[src/sem_pkg.sv]
// Shared types, constants and helper functions for the Sobel energy map unit.
package sem_pkg;

   localparam int MAX_WIDTH   = 1024;
   localparam int COL_W       = $clog2(MAX_WIDTH);
   localparam int CFG_W       = 11;
   localparam int GREY_W      = 8;
   localparam int ENERGY_W    = 11;
   localparam int GRAD_W      = 12;
   localparam int MAG_W       = 10;
   localparam int SUM_W       = 21;
   localparam int ROOT_W      = 22;
   localparam int QUEUE_DEPTH = 4;
   localparam int QPTR_W      = $clog2(QUEUE_DEPTH);
   localparam int CFG_RESET   = 640;
   // floor(s/3) == (s*683)>>11 for s <= 765
   localparam int DIV3_MUL    = 683;
   localparam int DIV3_SHIFT  = 11;

   localparam logic REQ_PIXEL = 1'b0;
   localparam logic REQ_DRAIN = 1'b1;

   // command from the front end to the compute back end
   typedef struct packed {
      logic              is_drain;
      logic [GREY_W-1:0] grey;
      logic [COL_W-1:0]  col;
      logic              emit_left;
      logic              emit_here;
      logic              up_ok;
      logic              rotate;
      logic              frame_last;
   } cmd_type;

   // width register clamped into 1..MAX_WIDTH
   function automatic logic [CFG_W-1:0] eff_width(input logic [CFG_W-1:0] w);
      logic [CFG_W-1:0] r;
      r = w;
      if (w == '0) r = CFG_W'(1);
      else if (w > CFG_W'(MAX_WIDTH)) r = CFG_W'(MAX_WIDTH);
      return r;
   endfunction

   function automatic logic [GREY_W-1:0] grey_of(input logic [7:0] r,
                                                 input logic [7:0] g,
                                                 input logic [7:0] b);
      logic [9:0]  s;
      logic [19:0] p;
      s = 10'(r) + 10'(g) + 10'(b);
      p = s * 10'(DIV3_MUL);
      return p[DIV3_SHIFT +: GREY_W];
   endfunction

   // next line-store role index, modulo three
   function automatic logic [1:0] next3(input logic [1:0] i);
      return (i == 2'd2) ? 2'd0 : i + 2'd1;
   endfunction

endpackage

[src/sem_queue.sv]
// Small command FIFO between the front end and the compute back end.
module sem_queue (
   input  logic              clock,
   input  logic              reset,
   input  logic              push,
   input  sem_pkg::cmd_type  push_cmd,
   output logic              full,
   input  logic              pop,
   output sem_pkg::cmd_type  pop_cmd,
   output logic              empty
);

   sem_pkg::cmd_type slot_ff [sem_pkg::QUEUE_DEPTH];
   logic [sem_pkg::QPTR_W-1:0] wr_ptr_ff, wr_ptr_in;
   logic [sem_pkg::QPTR_W-1:0] rd_ptr_ff, rd_ptr_in;
   logic [sem_pkg::QPTR_W:0]   count_ff, count_in;

   assign full    = (count_ff == (sem_pkg::QPTR_W+1)'(sem_pkg::QUEUE_DEPTH));
   assign empty   = (count_ff == '0);
   assign pop_cmd = slot_ff[rd_ptr_ff];

   // pointer and fill bookkeeping
   always_comb begin
      wr_ptr_in = push ? wr_ptr_ff + 1'b1 : wr_ptr_ff;
      rd_ptr_in = pop  ? rd_ptr_ff + 1'b1 : rd_ptr_ff;
      count_in  = count_ff;
      if (push && !pop) count_in = count_ff + 1'b1;
      else if (pop && !push) count_in = count_ff - 1'b1;
   end

   always_ff @(posedge clock) begin
      if (reset) begin
         wr_ptr_ff <= '0;
         rd_ptr_ff <= '0;
         count_ff  <= '0;
      end else begin
         wr_ptr_ff <= wr_ptr_in;
         rd_ptr_ff <= rd_ptr_in;
         count_ff  <= count_in;
      end
   end

   // storage
   always_ff @(posedge clock) begin
      if (push) slot_ff[wr_ptr_ff] <= push_cmd;
   end

endmodule

[config.mk]
export PLATFORM = sky130hd
export DESIGN_NAME = sem_queue
export DESIGN_NICKNAME = d
export VERILOG_FILES = /design/src/sem_pkg.sv /design/src/sem_queue.sv
export SDC_FILE = /design/constraint.sdc
export NUM_CORES = 1
export LEC_CHECK = 0
export BUFFER_PORTS_ARGS = -buffer_cell sky130_fd_sc_hd__buf_2
export CELL_PAD_IN_SITES_DETAIL_PLACEMENT = 0
export CELL_PAD_IN_SITES_GLOBAL_PLACEMENT = 1
export CORE_UTILIZATION = 53
export CTS_CLUSTER_DIAMETER = 200
export DETAILED_ROUTE_END_ITERATION = 16
export PLACE_DENSITY_LB_ADDON = 0.1
export SLEW_MARGIN = 20
export SYNTH_ARGS = -nofsm -noshare
export SYNTH_HDL_FRONTEND = slang
export SYNTH_SLANG_ARGS = --single-unit
[constraint.sdc]
create_clock -name clock -period 4.1 [get_ports clock]
set_input_delay 0.205 -clock clock [delete_from_list [all_inputs] [get_ports clock]]
set_output_delay 0.205 -clock clock [all_outputs]
set_load 0.01 [all_outputs]
# Yosys cells after proc, flatten, opt, wreduce, memory -nomap -nowiden

Memory sizes are Yosys's and may differ from the RTL's. A register that Yosys moved wholly into a read port is not among the register bits.
Cells that the tools add are included.

Memories kept: 1
Input bits: 28
RAM bits: 96
Bits in registers: 7

Memories:

| memory  | depth | bits a word | rd ports | clocked after memory_dff | write ports | line            | source |
|---|---|---|---|---|---|---|---|
| slot_ff | 4     | 24          | 1        | 1                        | 1           | sem_queue.sv:13 | `sem_pkg::cmd_type slot_ff [sem_pkg::QUEUE_DEPTH];` |

Reductions and logical operators: 6
$add $sub $neg: 4
Equality and inequality tests: 1
Multiplexer cells: 6

Operators by type and width:

| operator              | count |
|---|---|
| $mux W3               | 2 |
| $add A2 B1 Y2 const B | 2 |
| $mux W2               | 2 |
| $add A3 B1 Y3 const B | 1 |
| $eq A3 B3 Y1 const B  | 1 |
| $logic_not A3 Y1      | 1 |
| $sub A3 B1 Y3 const B | 1 |
| $logic_and A1 B1 Y1   | 2 |
| $logic_not A1 Y1      | 2 |
| $mux W1               | 2 |
| $reduce_bool A2 Y1    | 1 |

# Longest topological paths before layout

Gate-level depths: netlist (run 1).

Depth in word-level cells: 4
Gate-level depth with buffers: 7
Mapped depth without buffers: 7

# Least setup slack after synthesis (run 1)

Ideal clock, no wire load.

Path kind: register to register
Start point: register wr_ptr_ff[0] (netlist bit)
End point: memory slot_ff[2][0] (netlist bit) (enable)
Arrival: 1,153 ps
Stages on the path, launching flop included: 4
Required time: 3,717 ps
Slack: 2,565 ps
Setup time: 383 ps
Path through: dfxtp_1 > inv_1 > ha_1 > and2_1

RTL lines:

| element                | line            | source |
|---|---|---|
| start, declared        | sem_queue.sv:14 | `logic [sem_pkg::QPTR_W-1:0] wr_ptr_ff, wr_ptr_in;` |
| start signal, assigned | sem_queue.sv:37 | `wr_ptr_ff <= wr_ptr_in;` |
| end, declared          | sem_queue.sv:13 |  |

Straight into the memory's write port.

==> flow_metrics.py, run 1 <==
metrics = {
    "power_and_ir_drop": {
        "irDropWorstVdd_uv": 267.2,
        "power.density_nw_per_um2": 464.3,
        "p_total_uw": 2077,
        "leakagePower_uw": 0.001549,
    },
    "final_layout": {
        "syn_to_final_growth_pct": 13.74,
        "diodes": 0,
        "fin_nets": 265,
        "layout-drive-gt1-share_pct": 39.41,
        "final_area_um2": 4473,
        "fillers": 550,
        "multi_input_area_um2": 785.8,
        "register_area_um2": 3065,
    },
    "synthesis": {
        "synthTopCellsByCount": "96 x edfxtp_1, 20 x mux4_2, 9 x dfxtp_1",
        "syn_nets": 204,
        "ys_warn_count": 0,
        "yosysSeqAreaShare_pct": 77.89,
        "synth_area_leaders": "edfxtp_1 73%, mux4_2 11%, dfxtp_1 4.6%",
        "synth_edf_count": 96,
        "synth_ff_type": "edfxtp_1",
        "syn-mean-instance-area_um2": 23.13,
        "yosysTopAreaCell": "edfxtp_1",
        "netlist_area_um2": 3933,
        "synth.most_common_cell": "edfxtp_1",
        "netlist-cell-type-count": 22,
        "synthesis.instances": 170,
        "synth_seq_cells": 105,
        "async_reset_ff_share_pct": 0,
        "synth_top_cell_area_share_pct": 73.31,
    },
    "sta": {
        "maxSlewHeadroom_pct": 45.14,
        "max_slew.worst_pin.slew_ns": 0.8228,
        "final_hold_viol_count": 0,
        "hold_ws_ns": 0.06167,
        "skew_ns": 0.004528,
        "max_freq_mhz": 441.6,
        "min_period_ns": 2.265,
        "setup_tns_ns": 0,
        "rsz0062_at_grt": "false",
        "setup_viol": 0,
        "finalCritPeriodShare_pct": 55.24,
        "drv_slew": 0,
    },
    "clock_tree": {
        "clkTransAtPathRegs_ns": 0.09,
        "postCtsHoldBufs": 0,
        "cts_resized": 0,
        "insertion_delay_ns": 0.35,
        "cts_tree": "done",
        "cts_htree_levels": 3,
        "clock_path_buffers": 2,
        "numCtsBuffers": 9,
        "cts_root_buffer": "clkbuf_8",
        "cts_sinks": 105,
        "cts_setup_buffers": 0,
    },
    "placement": {
        "hpwl_um": 3911,
        "globalplace.congestion": 0.7397,
        "dpl_cell_area_um2": 4284,
        "portBuffers": 53,
    },
    "setup_path": {
        "path_delay_family": "flip-flops",
        "critPathBufInv": 1,
        "slowest_delay_ns": 0.87,
        "path_max_fanout": 24,
        "crit_slowest_cell": "dfxtp_2",
        "start_kind": "register",
        "end_kind": "output port",
        "r2r_cells": 4,
        "worstPathRequired_ns": 3.89,
        "worstPathCellList": "mux4_1, buf_2",
        "worstSetupPathType": "reg -> out",
        "cp_num_cells": 2,
        "crit_arrival_ns": 2.06,
    },
    "grt": {
        "grt_overflow_total": 0,
        "grt_usage_pct": 16.87,
        "grt_max_degree": 25,
        "grt_pass1_vias": 1823,
        "antenna_found_initial": 0,
        "grt_first_pass_wirelength_um": 9170,
    },
    "floorplanning": {
        "die_w_um": 88.14,
        "core_area_um2": 7214,
        "chipHeight_um": 88.14,
        "io_pins": 54,
        "num_rows": 31,
        "initial_core_util_pct": 54.51,
        "die_area_um2": 7769,
    },
    "status": {
        "status": "complete, no violations",
    },
    "routing": {
        "avgViaCountPerCell": 5.227,
        "dr.pass1.iters": 4,
        "drt.antenna.violating_nets": 0,
        "drtIter0Drc": 61,
        "routedWlPerCell_um": 17.94,
        "drc": 0,
        "drt-total-wl_um": 6011,
        "num_vias": 1751,
    },
    "min_path": {
        "hold_class": "in -> reg",
        "holdPathStages": 1,
    },
    "job": {
        "drv_cap": 0,
    },
}
## where the power goes
part	leakage [uW]	switching [uW]	internal [uW]	total (uW)
Sequential	0.000957	39.3	1230	1260
Clock	0.0000933	322	282	604
Combinational	0.000499	99.2	109	208
## cell families (layout without fill, tap and decap cells)
family	Yosys count	count (layout)	share of synthesized area [%]
fa+ha+maj	6	6	2.100
compound gates	2	2	0.2543
buf+inv	11	77	2.132
xor+xnor	5	5	1.114
flops	105	105	77.89
simple gates	15	15	1.877
mux	26	26	14.64
## cells in the final DEF, fill, tap and decap left out, types with 3 or more instances in the layout
cell type | Yosys | layout
and2_1 | 4 | 4
buf_2 | 2 | 53
buf_4 | 0 | 4
clkbuf_8 | 0 | 9
dfxtp_1 | 9 | 7
edfxtp_1 | 96 | 96
ha_1 | 5 | 5
inv_1 | 4 | 4
mux4_1 | 4 | 4
mux4_2 | 20 | 20
nor2_1 | 7 | 7
xor2_1 | 3 | 3
## per-layer routing
metal / vias to the layer above / part of all wire, % / track usage [%]
met1: 894 / 43 / 21.09
met5: - / 0 / 0
met3: 9 / 3.3 / 3.864
met4: 0 / 1.5 / 8.211
met2: 34 / 53 / 28.12
li1: 814 / - / -
## metrics by stage
stage	setup slack, ns	utilization [%]	cells
floorplan	2.565	-	170
global placement	2.169	59.38	319
detailed placement	2.160	59.38	319
CTS	1.759	61.98	335
global route	1.644	62.00	335
finish	1.835	62.00	335
## worst reg2reg max path, delay by kind of cell, from the launching register on
family / cells / cell delay (ns)
fa+ha+maj: 1 / 0.16
flops: 1 / 0.35
simple gates: 1 / 0.35
buf+inv: 2 / 0.45
## cell type report
cell class              count  share of cell area [%]
inverters                   4                  0.3357
multi-input cells          54                   17.57
flip-flops and latches    105                   68.53
clock buffers              11                   2.937
repair buffers             57                   6.601
well taps                  99                   2.769
clock inverters             5                   1.259
## final timing paths
kind | start | end | slack [ns]
max reg2reg | wr_ptr_ff[0] | slot_ff[2][6] | 2.48
min | push_cmd[14] | slot_ff[2][14] | 0.06
min reg2reg | count_ff[2] | count_ff[2] | 0.52
max | register | pop_cmd[19] | 1.84
## flip-flops by register name (all words and copies together), names as in the netlist, named ones only
signal,count
slot_ff,96
wr_ptr_ff,2
count_ff,3
rd_ptr_ff,2
No activity file was read; power rests on OpenSTA's default activity.
==> run 2, diff against run 1 <==
--- a/config.mk
+++ b/config.mk
@@ -5,10 +5,11 @@
 export SDC_FILE = /design/constraint.sdc
 export NUM_CORES = 1
 export LEC_CHECK = 0
+export ABC_AREA = 1
 export BUFFER_PORTS_ARGS = -buffer_cell sky130_fd_sc_hd__buf_2
 export CELL_PAD_IN_SITES_DETAIL_PLACEMENT = 0
 export CELL_PAD_IN_SITES_GLOBAL_PLACEMENT = 1
-export CORE_UTILIZATION = 53
+export CORE_UTILIZATION = 42
 export CTS_CLUSTER_DIAMETER = 200
 export DETAILED_ROUTE_END_ITERATION = 16
 export PLACE_DENSITY_LB_ADDON = 0.1
==> constraint.sdc (replaced) <==
create_clock -name clock -period 1.8 [get_ports clock]
set_input_delay 0.09 -clock clock [delete_from_list [all_inputs] [get_ports clock]]
set_output_delay 0.09 -clock clock [all_outputs]
set_load 0.01 [all_outputs]
==> flow_metrics.py, run 2 <==
metrics = {
    "status": {
        "status": "complete, no violations",
    },
    "clock_tree": {
        "insertion_delay_ns": 0.36,
        "cts_root_buffer": "clkbuf_8",
        "clock_path_buffers": 2,
        "cts_sinks": 105,
        "numCtsBuffers": 9,
        "cts_tree": "done",
        "cts_htree_levels": 3,
        "clkTransAtPathRegs_ns": 0.10,
    },
    "setup_path": {
        "end_kind": "output port",
        "path_max_fanout": 30,
        "worstSetupPathType": "reg -> out",
        "start_kind": "register",
        "r2r-start": "wr_ptr_ff[0]",
        "crit_arrival_ns": 1.51,
        "worstPathRequired_ns": 1.71,
        "crit_slowest_cell": "dfxtp_2",
        "worstPathCellList": "buf_4, o21ai_0, o22ai_2, buf_2",
        "slowest_delay_ns": 0.35,
    },
    "synthesis": {
        "netlist-cell-type-count": 22,
        "synth_seq_cells": 105,
        "synth_ff_type": "edfxtp_1",
        "syn-mean-instance-area_um2": 14.38,
        "netlist_area_um2": 4172,
        "async_reset_ff_share_pct": 0,
        "yosysSeqAreaShare_pct": 73.43,
        "syn_nets": 324,
        "synth.most_common_cell": "edfxtp_1",
        "synthesis.instances": 290,
        "synth_area_leaders": "edfxtp_1 69%, o22ai_2 6.0%, o21ai_0 5.9%",
        "ys_warn_count": 0,
        "synthTopCellsByCount": "96 x edfxtp_1, 49 x o21ai_0, 34 x nor2_1",
        "yosysTopAreaCell": "edfxtp_1",
        "synth_top_cell_area_share_pct": 69.11,
        "synth_edf_count": 96,
    },
    "grt": {
        "grt_first_pass_wirelength_um": 12060,
        "antenna_found_initial": 0,
        "grt_overflow_total": 0,
        "grt_max_degree": 49,
        "grt_usage_pct": 16.07,
        "grt_pass1_vias": 2362,
    },
    "final_layout": {
        "fin_nets": 410,
        "final_common_cell": "edfxtp_1",
        "reg_top3": "slot_ff (96), count_ff (3)",
        "layout_common_cells": "96 x edfxtp_1, 53 x buf_2, 49 x o21ai_0",
        "top_register": "slot_ff",
        "final_core_util_pct": 52.29,
        "largest_reg_flops": 96,
        "diodes": 0,
        "syn_to_final_growth_pct": 21.39,
        "final_area_um2": 5064,
        "layout-drive-gt1-share_pct": 32.28,
    },
    "power_and_ir_drop": {
        "intPower_uw": 3540,
        "power.density_nw_per_um2": 931.5,
        "combPwrFrac_pct": 13.0,
        "power_frac_clock_pct": 27.4,
        "switchingPower_uw": 1176,
        "leakagePower_uw": 0.001853,
        "p_total_uw": 4717,
        "power.share.switching_pct": 24.94,
        "irDropWorstVdd_uv": 442.0,
        "seqPwrFrac_pct": 59.6,
    },
    "sta": {
        "max_freq_mhz": 623.5,
        "setup_tns_ns": 0,
        "maxSlewHeadroom_pct": 78.95,
        "min_period_ns": 1.604,
        "finalCritPeriodShare_pct": 89.10,
        "drv_slew": 0,
        "final_hold_viol_count": 0,
        "skew_ns": 0.01151,
        "max_slew.worst_pin.slew_ns": 0.3158,
        "rsz0062_at_grt": "false",
        "setup_viol": 0,
    },
    "routing": {
        "drt-total-wl_um": 7688,
        "dr.pass1.iters": 4,
        "routedWlPerCell_um": 14.96,
        "num_vias": 2458,
        "avgViaCountPerCell": 4.782,
        "drt.antenna.violating_nets": 0,
        "drc": 0,
        "drtIter0Drc": 78,
    },
    "placement": {
        "portBuffers": 53,
        "hpwl_um": 4532,
        "globalplace.congestion": 0.7027,
        "dpl_cell_area_um2": 4634,
    },
    "floorplanning": {
        "die_w_um": 101.7,
        "num_rows": 36,
        "die_area_um2": 10330,
        "core_area_um2": 9684,
        "chipHeight_um": 101.7,
        "initial_core_util_pct": 43.07,
        "io_pins": 54,
    },
    "job": {
        "drv_cap": 0,
    },
    "min_path": {
        "min-delay-start": "pop",
        "hold_class": "in -> reg",
    },
}
## run 2: cell count changes in the layout (fill, tap and decap cells not counted), sizes merged, moves of 2 or more
cell	change
dlygate4sd3	+25
mux4	-24
inv	+15
xor2	-2
clkbuf	-2
nand2	+8
o22ai	+24
xnor2	-2
o21ai	+52
mux2i	-2
buf	+7
and2	-4
a21oi	+2
nor2	+47
## run 2: power by group through the flow
stage	Combinational, uW	Sequential (uW)	Clock, uW
after floorplan	353	2860	0
after global placement	577	2870	0
after detailed placement	581	2870	0
after CTS	625	2810	1350
after global routing	687	2820	1440
final	612	2810	1290
## run 2: metal layers
layer  track usage (%)  share of wire [%]
met1             20.94                 47
met2             26.09                 49
met3             5.038                3.3
met4             4.236               0.78
met5                 0                  0
## run 2: path summary, 6_finish.rpt
check                   end  slack (ns)  cells after the start
min reg2reg    rd_ptr_ff[1]        0.47                      1
max reg2reg  slot_ff[2][14]        0.47                      5
max              pop_cmd[6]        0.20                      4
min            rd_ptr_ff[0]        0.06                      4
## run 2: critical path: cells and delay by family (launching register included)
family	cells	cell delay [ns]
AOI/OAI and AO/OA	2	0.35
DFF	1	0.35
buffers and inverters	2	0.47
## run 2: cell families after synthesis
logic type | synth area share [%]
compound gates | 13.32
xor+xnor | 0.2100
fa+ha+maj | 1.980
buf+inv | 3.689
flops | 73.43
simple gates | 7.378
## run 2: area by class of cell
cell class | count | area [um^2]
clock buffer | 9 | 123.9
tap | 133 | 166.4
fill | 829 | 4621
multi-input combinational | 154 | 954.7
sequential | 105 | 3064
clock inverter | 7 | 52.55
inverter | 17 | 66.31
timing repair buffer | 89 | 635.6
## run 2: stage by stage
stage,setup WS [ns],hold WS [ns],cells
2_1_floorplan,0.3517,0.1624,290
3_3_place_gp,0.4783,0.2649,473
3_5_place_dp,0.4533,0.2762,473
4_1_cts,0.1280,0.03943,514
5_1_grt,0.04289,0.07691,514
6_report,0.1962,0.06217,514
## run 2: timing repair
| item | CTS | global route |
|---|---|---|
| hold endpoints to repair | 97 | 0 |
| resized for setup | 0 | 2 |
| buffers inserted | 0 | 0 |
| setup endpoints to repair | 0 | 2 |
| hold buffers | 25 | 0 |
