[src/sem_pkg.sv]
// Shared types, constants and helper functions for the Sobel energy map unit.
package sem_pkg;

   localparam int MAX_WIDTH   = 1024;
   localparam int COL_W       = $clog2(MAX_WIDTH);
   localparam int CFG_W       = 11;
   localparam int GREY_W      = 8;
   localparam int ENERGY_W    = 11;
   localparam int GRAD_W      = 12;
   localparam int MAG_W       = 10;
   localparam int SUM_W       = 21;
   localparam int ROOT_W      = 22;
   localparam int QUEUE_DEPTH = 4;
   localparam int QPTR_W      = $clog2(QUEUE_DEPTH);
   localparam int CFG_RESET   = 640;
   // floor(s/3) == (s*683)>>11 for s <= 765
   localparam int DIV3_MUL    = 683;
   localparam int DIV3_SHIFT  = 11;

   localparam logic REQ_PIXEL = 1'b0;
   localparam logic REQ_DRAIN = 1'b1;

   // command from the front end to the compute back end
   typedef struct packed {
      logic              is_drain;
      logic [GREY_W-1:0] grey;
      logic [COL_W-1:0]  col;
      logic              emit_left;
      logic              emit_here;
      logic              up_ok;
      logic              rotate;
      logic              frame_last;
   } cmd_type;

   // width register clamped into 1..MAX_WIDTH
   function automatic logic [CFG_W-1:0] eff_width(input logic [CFG_W-1:0] w);
      logic [CFG_W-1:0] r;
      r = w;
      if (w == '0) r = CFG_W'(1);
      else if (w > CFG_W'(MAX_WIDTH)) r = CFG_W'(MAX_WIDTH);
      return r;
   endfunction

   function automatic logic [GREY_W-1:0] grey_of(input logic [7:0] r,
                                                 input logic [7:0] g,
                                                 input logic [7:0] b);
      logic [9:0]  s;
      logic [19:0] p;
      s = 10'(r) + 10'(g) + 10'(b);
      p = s * 10'(DIV3_MUL);
      return p[DIV3_SHIFT +: GREY_W];
   endfunction

   // next line-store role index, modulo three
   function automatic logic [1:0] next3(input logic [1:0] i);
      return (i == 2'd2) ? 2'd0 : i + 2'd1;
   endfunction

endpackage

[src/sem_front.sv]
// Front end: accepts beats, makes grey, tracks row and drain position, queues commands.
module sem_front (
   input  logic                       clock,
   input  logic                       reset,
   input  logic                       req_tvalid,
   output logic                       req_tready,
   input  logic [23:0]                req_tdata,
   input  logic                       req_tuser,
   input  logic [sem_pkg::CFG_W-1:0]  eff_w,
   input  logic                       q_full,
   output logic                       q_push,
   output sem_pkg::cmd_type           q_cmd
);

   logic [sem_pkg::COL_W-1:0] col_cnt_ff, col_cnt_in;
   logic [1:0]                rows_ff, rows_in;
   logic [sem_pkg::COL_W-1:0] drain_col_ff, drain_col_in;

   logic                      accept;
   logic [sem_pkg::COL_W-1:0] x;
   logic [1:0]                rows_now;
   logic                      row_end;
   logic                      drain_end;

   assign req_tready = !q_full;
   assign accept     = req_tvalid && !q_full;

   always_comb begin
      col_cnt_in   = col_cnt_ff;
      rows_in      = rows_ff;
      drain_col_in = drain_col_ff;
      q_push       = 1'b0;

      // a pixel after a partial drain starts a fresh frame
      x        = (drain_col_ff != '0) ? '0 : col_cnt_ff;
      rows_now = (drain_col_ff != '0) ? 2'd0 : rows_ff;
      row_end  = ((sem_pkg::CFG_W'(x) + 1'b1) >= eff_w);
      drain_end = ((sem_pkg::CFG_W'(drain_col_ff) + 1'b1) >= eff_w);

      q_cmd.is_drain   = req_tuser;
      q_cmd.grey       = sem_pkg::grey_of(req_tdata[7:0], req_tdata[15:8],
                                          req_tdata[23:16]);
      q_cmd.col        = x;
      q_cmd.emit_left  = (rows_now != 2'd0) && (x != '0);
      q_cmd.emit_here  = (rows_now != 2'd0) && row_end;
      q_cmd.up_ok      = (rows_now == 2'd2);
      q_cmd.rotate     = row_end;
      q_cmd.frame_last = 1'b0;

      if (req_tuser == sem_pkg::REQ_DRAIN) begin
         q_cmd.col        = drain_col_ff;
         q_cmd.emit_left  = 1'b0;
         q_cmd.emit_here  = 1'b1;
         q_cmd.up_ok      = (rows_ff == 2'd2);
         q_cmd.rotate     = 1'b0;
         q_cmd.frame_last = drain_end;
      end

      if (accept) begin
         if (req_tuser == sem_pkg::REQ_PIXEL) begin
            q_push       = 1'b1;
            drain_col_in = '0;
            col_cnt_in   = row_end ? '0 : x + 1'b1;
            rows_in      = (row_end && rows_now != 2'd2) ? rows_now + 2'd1 : rows_now;
         end else begin
            col_cnt_in = '0;
            if (rows_ff == 2'd0) begin
               // nothing buffered: just rearm
               drain_col_in = '0;
            end else begin
               q_push = 1'b1;
               if (drain_end) begin
                  rows_in      = 2'd0;
                  drain_col_in = '0;
               end else begin
                  drain_col_in = drain_col_ff + 1'b1;
               end
            end
         end
      end
   end

   always_ff @(posedge clock) begin
      if (reset) begin
         col_cnt_ff   <= '0;
         rows_ff      <= '0;
         drain_col_ff <= '0;
      end else begin
         col_cnt_ff   <= col_cnt_in;
         rows_ff      <= rows_in;
         drain_col_ff <= drain_col_in;
      end
   end

endmodule

[config.mk]
export PLATFORM = sky130hd
export DESIGN_NAME = sem_front
export DESIGN_NICKNAME = d
export VERILOG_FILES = /design/src/sem_pkg.sv /design/src/sem_front.sv
export SDC_FILE = /design/constraint.sdc
export NUM_CORES = 1
export LEC_CHECK = 0
export BUFFER_PORTS_ARGS = -buffer_cell sky130_fd_sc_hd__buf_2
export CAP_MARGIN = 0
export CELL_PAD_IN_SITES_DETAIL_PLACEMENT = 0
export CELL_PAD_IN_SITES_GLOBAL_PLACEMENT = 1
export CORE_AREA = 2 2 101 103
export DETAILED_ROUTE_END_ITERATION = 10
export DIE_AREA = 0 0 103 105
export PLACE_DENSITY = 0.85
export SLEW_MARGIN = 10
export SYNTH_ARGS = -nofsm -noshare
export SYNTH_HDL_FRONTEND = slang
export SYNTH_SLANG_ARGS = --single-unit
[constraint.sdc]
create_clock -name clock -period 12 [get_ports clock]
set_input_delay 1.2 -clock clock [delete_from_list [all_inputs] [get_ports clock]]
set_output_delay 1.2 -clock clock [all_outputs]
set_load 0.03 [all_outputs]
Word-level counts from Yosys, hierarchy flattened
Index checks and enable logic that the tools add are counted.
- add/subtract/negate cells: 7
- multipliers: 1
- $lt $le $gt $ge: 2
- equality and inequality tests: 5
- multiplexer cells: 15
- reductions and logical operators: 10
- operators with widths (operator ; count):
    10-bit 2-to-1 mux ; 6
    10-bit by 1-bit adder with 11-bit output (second input constant) ; 2
    11-bit greater-or-equal comparator ; 2
    10-bit by 1-bit adder with 10-bit output (second input constant) ; 2
    10-bit nonzero test ; 2
    10-bit by 10-bit multiplier with 19-bit output (second input constant) ; 1
    15-bit 2-to-1 mux ; 1
    9-bit by 8-bit adder with 10-bit output ; 1
    2-bit 2-to-1 mux ; 5
    8-bit by 8-bit adder with 9-bit output ; 1
    2-bit == test (second input constant) ; 2
    1-bit logical AND ; 4
    2-bit != test (second input constant) ; 2
    1-bit 2-to-1 mux ; 3
    3-bit AND reduction ; 1
    2-bit by 1-bit adder with 2-bit output (second input constant) ; 1
    2-bit logical NOT ; 1
    2-bit by 1-bit != test with 1-bit output (second input constant) ; 1
    2-bit nonzero test ; 1
    1-bit logical NOT ; 1
- register bits: 22
- input port bits: 40

Longest topological paths before layout
Gate-level depths: netlist of run 1.
- word-level depth: 7
- mapped depth: 28

Least setup slack after synthesis of run 1
Ideal clock, no wire load.
- path kind: input to output
- from: input port req_tdata[1]
- to: output port q_cmd[17] (netlist bit)
- arrival time: 7.108 ns
- path slack: 3.692 ns
- stages on the path: 27
- path buffers: 0
- cell sequence: inv_1 > fa_1 > inv_1 > ha_1 > inv_1 > fa_1 > nor2b_1 > o21a_1 > o21a_1 > o21ai_0 > nand2b_1 > xor2_1 > ha_1 > ha_1 > inv_1 > fa_1 > inv_1 > fa_1 > inv_1 > fa_1 > inv_1 > ha_1 > or3_1 > o31a_1 > a21oi_1 > o21bai_1 > xor2_1
- RTL lines (item ; RTL line ; text):
    start: declaration ; sem_front.sv:7 ; input logic [23:0] req_tdata,
    end: declaration ; sem_front.sv:12 ; output sem_pkg::cmd_type q_cmd

==> impl_metrics.env, run 1 <==
export IMPL_cp_num_buf_inv=9
export IMPL_setup_viol=0
export IMPL_synth_async_sr_flop_share_pct=0
export IMPL_routed_wirelength_mm=9.60
export IMPL_remaining_drc_errors=0
export IMPL_postSynthNetCount=654
export IMPL_cts_made_buffers=3
export IMPL_syn_instance_count=491
export IMPL_final_layout_size_suffix_gt1_share_pct=14.2
export IMPL_clock_sinks=22
export IMPL_layout_fillers=961
export IMPL_tns_ns=0
export IMPL_ctsLongestPathBuffers=2
export IMPL_die_height_microns=105
export IMPL_cell_at_the_slowest_stage_of_the_critical_path="sky130_fd_sc_hd__fa_1"
export IMPL_floorplan_initialDensity_pct=44.0
export IMPL_worst_setup_path_type="input port to primary output"
export IMPL_die_w_microns=103
export IMPL_yosys_most_used_dff="sky130_fd_sc_hd__dfxtp_1"
export IMPL_run_status="finished, final reports clean"
export IMPL_yosysWarningCount=0
export IMPL_top_level_ports=66
export IMPL_antenna_left=0
export IMPL_ratio_of_routed_vias_to_standard_cells=5.25
export IMPL_first_global_vias=3622
export IMPL_seq_area_sq_um=440
export IMPL_endpoint_kind="primary output"
export IMPL_detail_route_first_pass_iterations=4
export IMPL_cts_root_buffer="sky130_fd_sc_hd__clkbuf_8"
export IMPL_setup_worst_path_start_class="input port"
export IMPL_postCtsResizedCells=0
export IMPL_row_count=36
export IMPL_multi_input_area_sq_um=3430
export IMPL_finalCritPeriodShare_pct=73.2
export IMPL_most_frequent_cp_cell="sky130_fd_sc_hd__inv_1"
export IMPL_timing_fmax_mhz=114
export IMPL_i_o_buffers=65
export IMPL_place_hpwl_mm=8.27
export IMPL_gr_usage_all_layers_pct=18.7
export IMPL_required_time_reported_for_the_critical_path_endpoint_ns=10.80
export IMPL_worst_clock_skew_ns=0.00856
export IMPL_critPathArrivalTime_ns=7.58
export IMPL_clk_transition_reported_paths_ns=0.08
export IMPL_cts_hold_repair_buffers=0
export IMPL_drt_iter0_markers=154
export IMPL_max_slew_worst_pin_slew_ns=0.888
export IMPL_critical_path_max_stage_delay_ns=0.54
export IMPL_worst_slew_margin_rel_pct=40.8
export IMPL_ys_seq_elements=22
export IMPL_tritoncts="built"
export IMPL_worstSkewPairLatency_ns=0.27
export IMPL_ctsHtreeMaxLevel=1
export IMPL_final_cell_mix="93 x sky130_fd_sc_hd__ha_1, 75 x sky130_fd_sc_hd__inv_1, 65 x sky130_fd_sc_hd__buf_2"
export IMPL_route_vias_total=3550
export IMPL_antennaDiodeCount=0
export IMPL_cp_max_fo=4
export IMPL_grt_pass1_wl_mm=16.5
export IMPL_setup_repair_after_global_routing_missed_its_margin="false"
export IMPL_grt_max_degree=26
export IMPL_timing_final_hold_violations=0
export IMPL_avgRoutedWirePerCell_microns=14.2
export IMPL_ys_seq_area_share_pct=10.4
export IMPL_nNetsFinal=707
export IMPL_critical_path_top_delay_family="adder cells"
export IMPL_globalplace_congestion=0.858
export IMPL_syn_area_sq_um=4240
export IMPL_floorplan_die_area_sq_um=10800
export IMPL_synth_enable_flop_cells=0
export IMPL_grt_antenna_before_repair=1
export IMPL_worst_hold_path_type="register to register"
export IMPL_syn_to_final_growth_pct=11.2
export IMPL_slew_viol_final=0
export IMPL_maxCapViolCount=0
export IMPL_finalCriticalPeriod_ns=8.78
export IMPL_synth_distinct_cells=61
export IMPL_syn_area_per_cell_sq_um=8.64
export IMPL_floorplan_core_area_sq_um=9640
export IMPL_overflow=0
export IMPL_post_cts_repair_setup_buffers=0
export IMPL_mostFrequentLayoutCell="sky130_fd_sc_hd__ha_1"
sequential cells by signal (all words and copies together) (netlist names):
name / flops
col_cnt_ff: 10
drain_col_ff: 10
rows_ff: 2
metrics by stage:
step | util [%] | instances | area (sq um) | hold WS (ns) | setup slack [ns]
after CTS | 48.9 | 676 | 4720 | 0.539 | 3.16
after floorplan | - | 491 | 4240 | 0.470 | 3.69
after detailed placement | 48.2 | 672 | 4650 | 0.528 | 3.21
after global routing | 48.9 | 676 | 4720 | 0.571 | 2.75
final | 48.9 | 676 | 4720 | 0.554 | 3.22
after global placement | 48.2 | 672 | 4650 | 0.520 | 3.38
worst reg2reg max path, cell delays in order, from the launching register on:
cell,delay [ns]
sky130_fd_sc_hd__dfxtp_1,0.42
sky130_fd_sc_hd__nor4_2,0.36
sky130_fd_sc_hd__and4b_1,0.45
sky130_fd_sc_hd__nand2_1,0.17
sky130_fd_sc_hd__inv_1,0.12
sky130_fd_sc_hd__ha_1,0.21
sky130_fd_sc_hd__nand2_1,0.13
sky130_fd_sc_hd__xor2_1,0.16
sky130_fd_sc_hd__nor2_1,0.15
sky130_fd_sc_hd__ha_1,0.27
sky130_fd_sc_hd__and3_1,0.19
sky130_fd_sc_hd__a221oi_1,0.25
sky130_fd_sc_hd__o21ai_1,0.20
sky130_fd_sc_hd__a21boi_2,0.31
sky130_fd_sc_hd__and2_1,0.38
sky130_fd_sc_hd__a22o_1,0.19
Yosys cell counts, types with 2 or more instances:
| master | instances | share of area [%] |
|---|---|---|
| sky130_fd_sc_hd__nor4_1 | 4 | 0.59 |
| sky130_fd_sc_hd__o21a_1 | 6 | 1.1 |
| sky130_fd_sc_hd__nand4_1 | 4 | 0.59 |
| sky130_fd_sc_hd__o31ai_1 | 4 | 0.71 |
| sky130_fd_sc_hd__o21ai_0 | 16 | 1.9 |
| sky130_fd_sc_hd__nand2_1 | 31 | 2.7 |
| sky130_fd_sc_hd__a21o_1 | 4 | 0.71 |
| sky130_fd_sc_hd__a21oi_1 | 18 | 2.1 |
| sky130_fd_sc_hd__clkbuf_1 | 10 | 0.89 |
| sky130_fd_sc_hd__a221oi_1 | 2 | 0.41 |
| sky130_fd_sc_hd__mux2i_1 | 2 | 0.47 |
| sky130_fd_sc_hd__and3_1 | 7 | 1.0 |
| sky130_fd_sc_hd__nand3_1 | 8 | 0.94 |
| sky130_fd_sc_hd__xor2_1 | 17 | 3.5 |
| sky130_fd_sc_hd__and4_1 | 4 | 0.83 |
| sky130_fd_sc_hd__ha_1 | 93 | 27 |
| sky130_fd_sc_hd__a22o_1 | 18 | 3.7 |
| sky130_fd_sc_hd__buf_4 | 2 | 0.35 |
| sky130_fd_sc_hd__inv_1 | 75 | 6.6 |
| sky130_fd_sc_hd__fa_1 | 30 | 14 |
| sky130_fd_sc_hd__xnor2_1 | 18 | 3.7 |
| sky130_fd_sc_hd__nand3b_1 | 5 | 0.89 |
| sky130_fd_sc_hd__a31oi_1 | 2 | 0.29 |
| sky130_fd_sc_hd__buf_2 | 3 | 0.35 |
| sky130_fd_sc_hd__nor2b_1 | 8 | 1.2 |
| sky130_fd_sc_hd__nor3_1 | 11 | 1.3 |
| sky130_fd_sc_hd__nor2_1 | 26 | 2.3 |
| sky130_fd_sc_hd__o21bai_1 | 3 | 0.53 |
| sky130_fd_sc_hd__and4b_1 | 2 | 0.47 |
| sky130_fd_sc_hd__a211oi_1 | 2 | 0.35 |
| sky130_fd_sc_hd__nand2b_1 | 4 | 0.59 |
| sky130_fd_sc_hd__o211ai_1 | 2 | 0.35 |
| sky130_fd_sc_hd__dfxtp_1 | 22 | 10 |
routing by layer:
layer	up-vias	global-route usage [%]	part of all wire [%]
met5	-	0	0.11
met4	2	3.57	1.1
met3	8	1.47	3.0
met2	65	33.0	50
met1	1679	24.8	46
li1	1796	-	-
final timing paths:
check | slack (ns) | to | depth (start not counted) | startpoint
min | 0.55 | drain_col_ff[7]$_SDFFE_PP0P_ | 2 | drain_col_ff[7]$_SDFFE_PP0P_
min reg2reg | 0.55 | drain_col_ff[7]$_SDFFE_PP0P_ | 2 | drain_col_ff[7]$_SDFFE_PP0P_
max | 3.22 | q_cmd[22] | 29 | req_tdata[1]
max reg2reg | 8.00 | col_cnt_ff[9]$_SDFFE_PP0P_ | 15 | drain_col_ff[2]$_SDFFE_PP0P_
cell families (layout without fill, tap and decap cells):
kind of cell | after synthesis | after routing | share of synthesized area (%)
and+or+nand+nor | 125 | 125 | 15.8
adders and majority gates | 123 | 123 | 41.6
buffers and inverters | 92 | 144 | 8.70
AOI/OAI and AO/OA | 91 | 91 | 15.5
xor gates and xnor gates | 36 | 36 | 7.61
DFF | 22 | 22 | 10.4
muxes | 2 | 2 | 0.472
area by class of cell:
| class | count | area share, % |
|---|---|---|
| Multi-Input combinational cell | 377 | 72.8 |
| Sequential cell | 22 | 9.34 |
| Timing Repair Buffer | 65 | 6.90 |
| Inverter | 75 | 5.97 |
| Tap cell | 133 | 3.53 |
| Clock buffer | 3 | 0.875 |
| Clock inverter | 1 | 0.637 |
Power of run 1 is left out: the tool's default activity adds up to more than one toggle a clock period on the data nets, which glitch-free logic cannot reach.
==> inputs of run 2 (changes only) <==
--- a/config.mk
+++ b/config.mk
@@ -9,10 +9,10 @@
 export CAP_MARGIN = 0
 export CELL_PAD_IN_SITES_DETAIL_PLACEMENT = 0
 export CELL_PAD_IN_SITES_GLOBAL_PLACEMENT = 1
-export CORE_AREA = 2 2 101 103
+export CORE_AREA = 2 2 102 104
 export DETAILED_ROUTE_END_ITERATION = 10
-export DIE_AREA = 0 0 103 105
-export PLACE_DENSITY = 0.85
+export DIE_AREA = 0 0 104 106
+export PLACE_DENSITY = 0.84
 export SLEW_MARGIN = 10
 export SYNTH_ARGS = -nofsm -noshare
 export SYNTH_HDL_FRONTEND = slang
==> constraint.sdc (replaced) <==
create_clock -name clock -period 8.51 [get_ports clock]
set_input_delay 0.851 -clock clock [delete_from_list [all_inputs] [get_ports clock]]
set_output_delay 0.851 -clock clock [all_outputs]
set_load 0.03 [all_outputs]
==> impl_metrics.env, run 2 (same netlist as run 1, synthesis figures left out) <==
export IMPL_tns_ns=0
export IMPL_die_height_microns=106
export IMPL_top_level_ports=66
export IMPL_cts_made_buffers=3
export IMPL_slew_viol_final=0
export IMPL_final_layout_size_suffix_gt1_share_pct=14.2
export IMPL_nNetsFinal=707
export IMPL_clock_sinks=22
export IMPL_i_o_buffers=65
export IMPL_worstRegToRegCells=15
export IMPL_worstSkewPairLatency_ns=0.27
export IMPL_postCtsResizedCells=0
export IMPL_run_status="finished, final reports clean"
export IMPL_final_cell_mix="93 x sky130_fd_sc_hd__ha_1, 75 x sky130_fd_sc_hd__inv_1, 65 x sky130_fd_sc_hd__buf_2"
export IMPL_required_time_reported_for_the_critical_path_endpoint_ns=7.66
export IMPL_post_route_cell_area_sq_um=4720
export IMPL_mostFrequentLayoutCell="sky130_fd_sc_hd__ha_1"
export IMPL_first_global_vias=3573
export IMPL_tritoncts="built"
export IMPL_cts_hold_repair_buffers=0
export IMPL_detailroute_wirelength_met2_mm=4.79
export IMPL_grt_antenna_before_repair=1
export IMPL_overflow=0
export IMPL_die_w_microns=104
export IMPL_wl_met3_microns=318
export IMPL_floorplan_core_area_sq_um=10000
export IMPL_critPathArrivalTime_ns=7.26
export IMPL_top_signal_layer_used="met4"
export IMPL_routed_wirelength_mm=9.81
export IMPL_worst_slew_margin_rel_pct=39.2
export IMPL_hold_path_cells=2
export IMPL_ctsLongestPathBuffers=2
export IMPL_worst_hold_path_type="register to register"
export IMPL_r2r_setup_slack_ns=4.47
export IMPL_globalplace_congestion=0.909
export IMPL_timing_fmax_mhz=123
export IMPL_regToRegEndpoint="col_cnt_ff[3]$_SDFFE_PP0P_"
export IMPL_gr_usage_all_layers_pct=18.3
export IMPL_min_delay_worst_endpoint="drain_col_ff[7]$_SDFFE_PP0P_"
export IMPL_most_frequent_cp_cell="sky130_fd_sc_hd__inv_1"
export IMPL_max_slew_worst_pin_slew_ns=0.913
export IMPL_wl_met1_mm=4.57
export IMPL_setup_repair_after_global_routing_missed_its_margin="false"
export IMPL_cell_at_the_slowest_stage_of_the_critical_path="sky130_fd_sc_hd__fa_1"
export IMPL_timing_final_hold_violations=0
export IMPL_layout_top_registers="col_cnt_ff (10), drain_col_ff (10), rows_ff (2)"
export IMPL_post_cts_repair_setup_buffers=0
export IMPL_avgRoutedWirePerCell_microns=14.4
export IMPL_route_vias_total=3540
export IMPL_placement_cell_area_sq_um=4650
export IMPL_stdcell_count=680
export IMPL_floorplan_initialDensity_pct=42.4
export IMPL_floorplan_die_area_sq_um=11000
export IMPL_hp_start="drain_col_ff[7]$_SDFFE_PP0P_"
export IMPL_syn_to_final_growth_pct=11.4
export IMPL_cp_max_fo=4
export IMPL_grt_max_degree=26
export IMPL_clk_transition_reported_paths_ns=0.08
export IMPL_grt_pass1_wl_mm=16.7
export IMPL_setup_worst_path_start_class="input port"
export IMPL_critical_path_max_stage_delay_ns=0.54
export IMPL_place_inst=675
export IMPL_antenna_left=0
export IMPL_finalCritPeriodShare_pct=95.3
export IMPL_finalCriticalPeriod_ns=8.11
export IMPL_cts_root_buffer="sky130_fd_sc_hd__clkbuf_8"
export IMPL_worst_setup_path_type="input port to primary output"
export IMPL_drt_iter0_markers=154
export IMPL_ratio_of_routed_vias_to_standard_cells=5.21
export IMPL_remaining_drc_errors=0
export IMPL_reg2reg_from="drain_col_ff[9]$_SDFFE_PP0P_"
export IMPL_worst_clock_skew_ns=0.00367
export IMPL_detail_route_first_pass_iterations=4
export IMPL_row_count=37
export IMPL_setup_viol=0
export IMPL_place_hpwl_mm=8.45
export IMPL_ctsHtreeMaxLevel=1
export IMPL_endpoint_kind="primary output"
export IMPL_maxCapViolCount=0
## run 2: cell types whose count changed in the layout (fill, tap and decap cells not counted)
cell,change
sky130_fd_sc_hd__diode_2,+1
## run 2: routing by layer
metal | vias up | GRT usage (%)
met4 | 0 | 3.67
met3 | 8 | 1.23
met5 | - | 0
met1 | 1664 | 24.3
li1 | 1803 | -
met2 | 65 | 32.9
## run 2: through the flow
step | setup slack (ns) | util, % | hold slack (ns)
floorplan | 0.900 | - | 0.470
global placement | 0.587 | 46.5 | 0.511
detailed placement | 0.435 | 46.5 | 0.521
CTS | 0.396 | 47.2 | 0.535
global route | 0.0308 | 47.2 | 0.581
finish | 0.400 | 47.2 | 0.536
## run 2: how the worst max path moves through the flow
stage,startpoint,slack (ns),end,cells past startpoint
CTS,req_tdata[1],0.40,q_cmd[22],29
finish,req_tdata[1],0.40,q_cmd[22],29
floorplan,req_tdata[1],0.90,q_cmd[17],27
global route,req_tdata[1],0.03,q_cmd[22],29
detailed placement,req_tdata[1],0.44,q_cmd[22],29
global placement,req_tdata[1],0.59,q_cmd[22],29
## run 2: final cells by class
type	instances	area (sq um)
fill	987	5280
multi-input combinational	377	3430
sequential	22	440
timing repair buffer	65	325
inverter	75	282
tap	136	170
clock buffer	3	41.3
clock inverter	1	30.0
antenna	1	2.50
## run 2: critical path: cells and delay by family
| kind | cells | cell delay [ns] |
|---|---|---|
| fa+ha+maj | 9 | 3.50 |
| compound gates | 6 | 1.25 |
| buf+inv | 9 | 0.68 |
| simple gates | 3 | 0.49 |
| xor+xnor | 2 | 0.47 |
Power of run 2 is left out for the same reason.
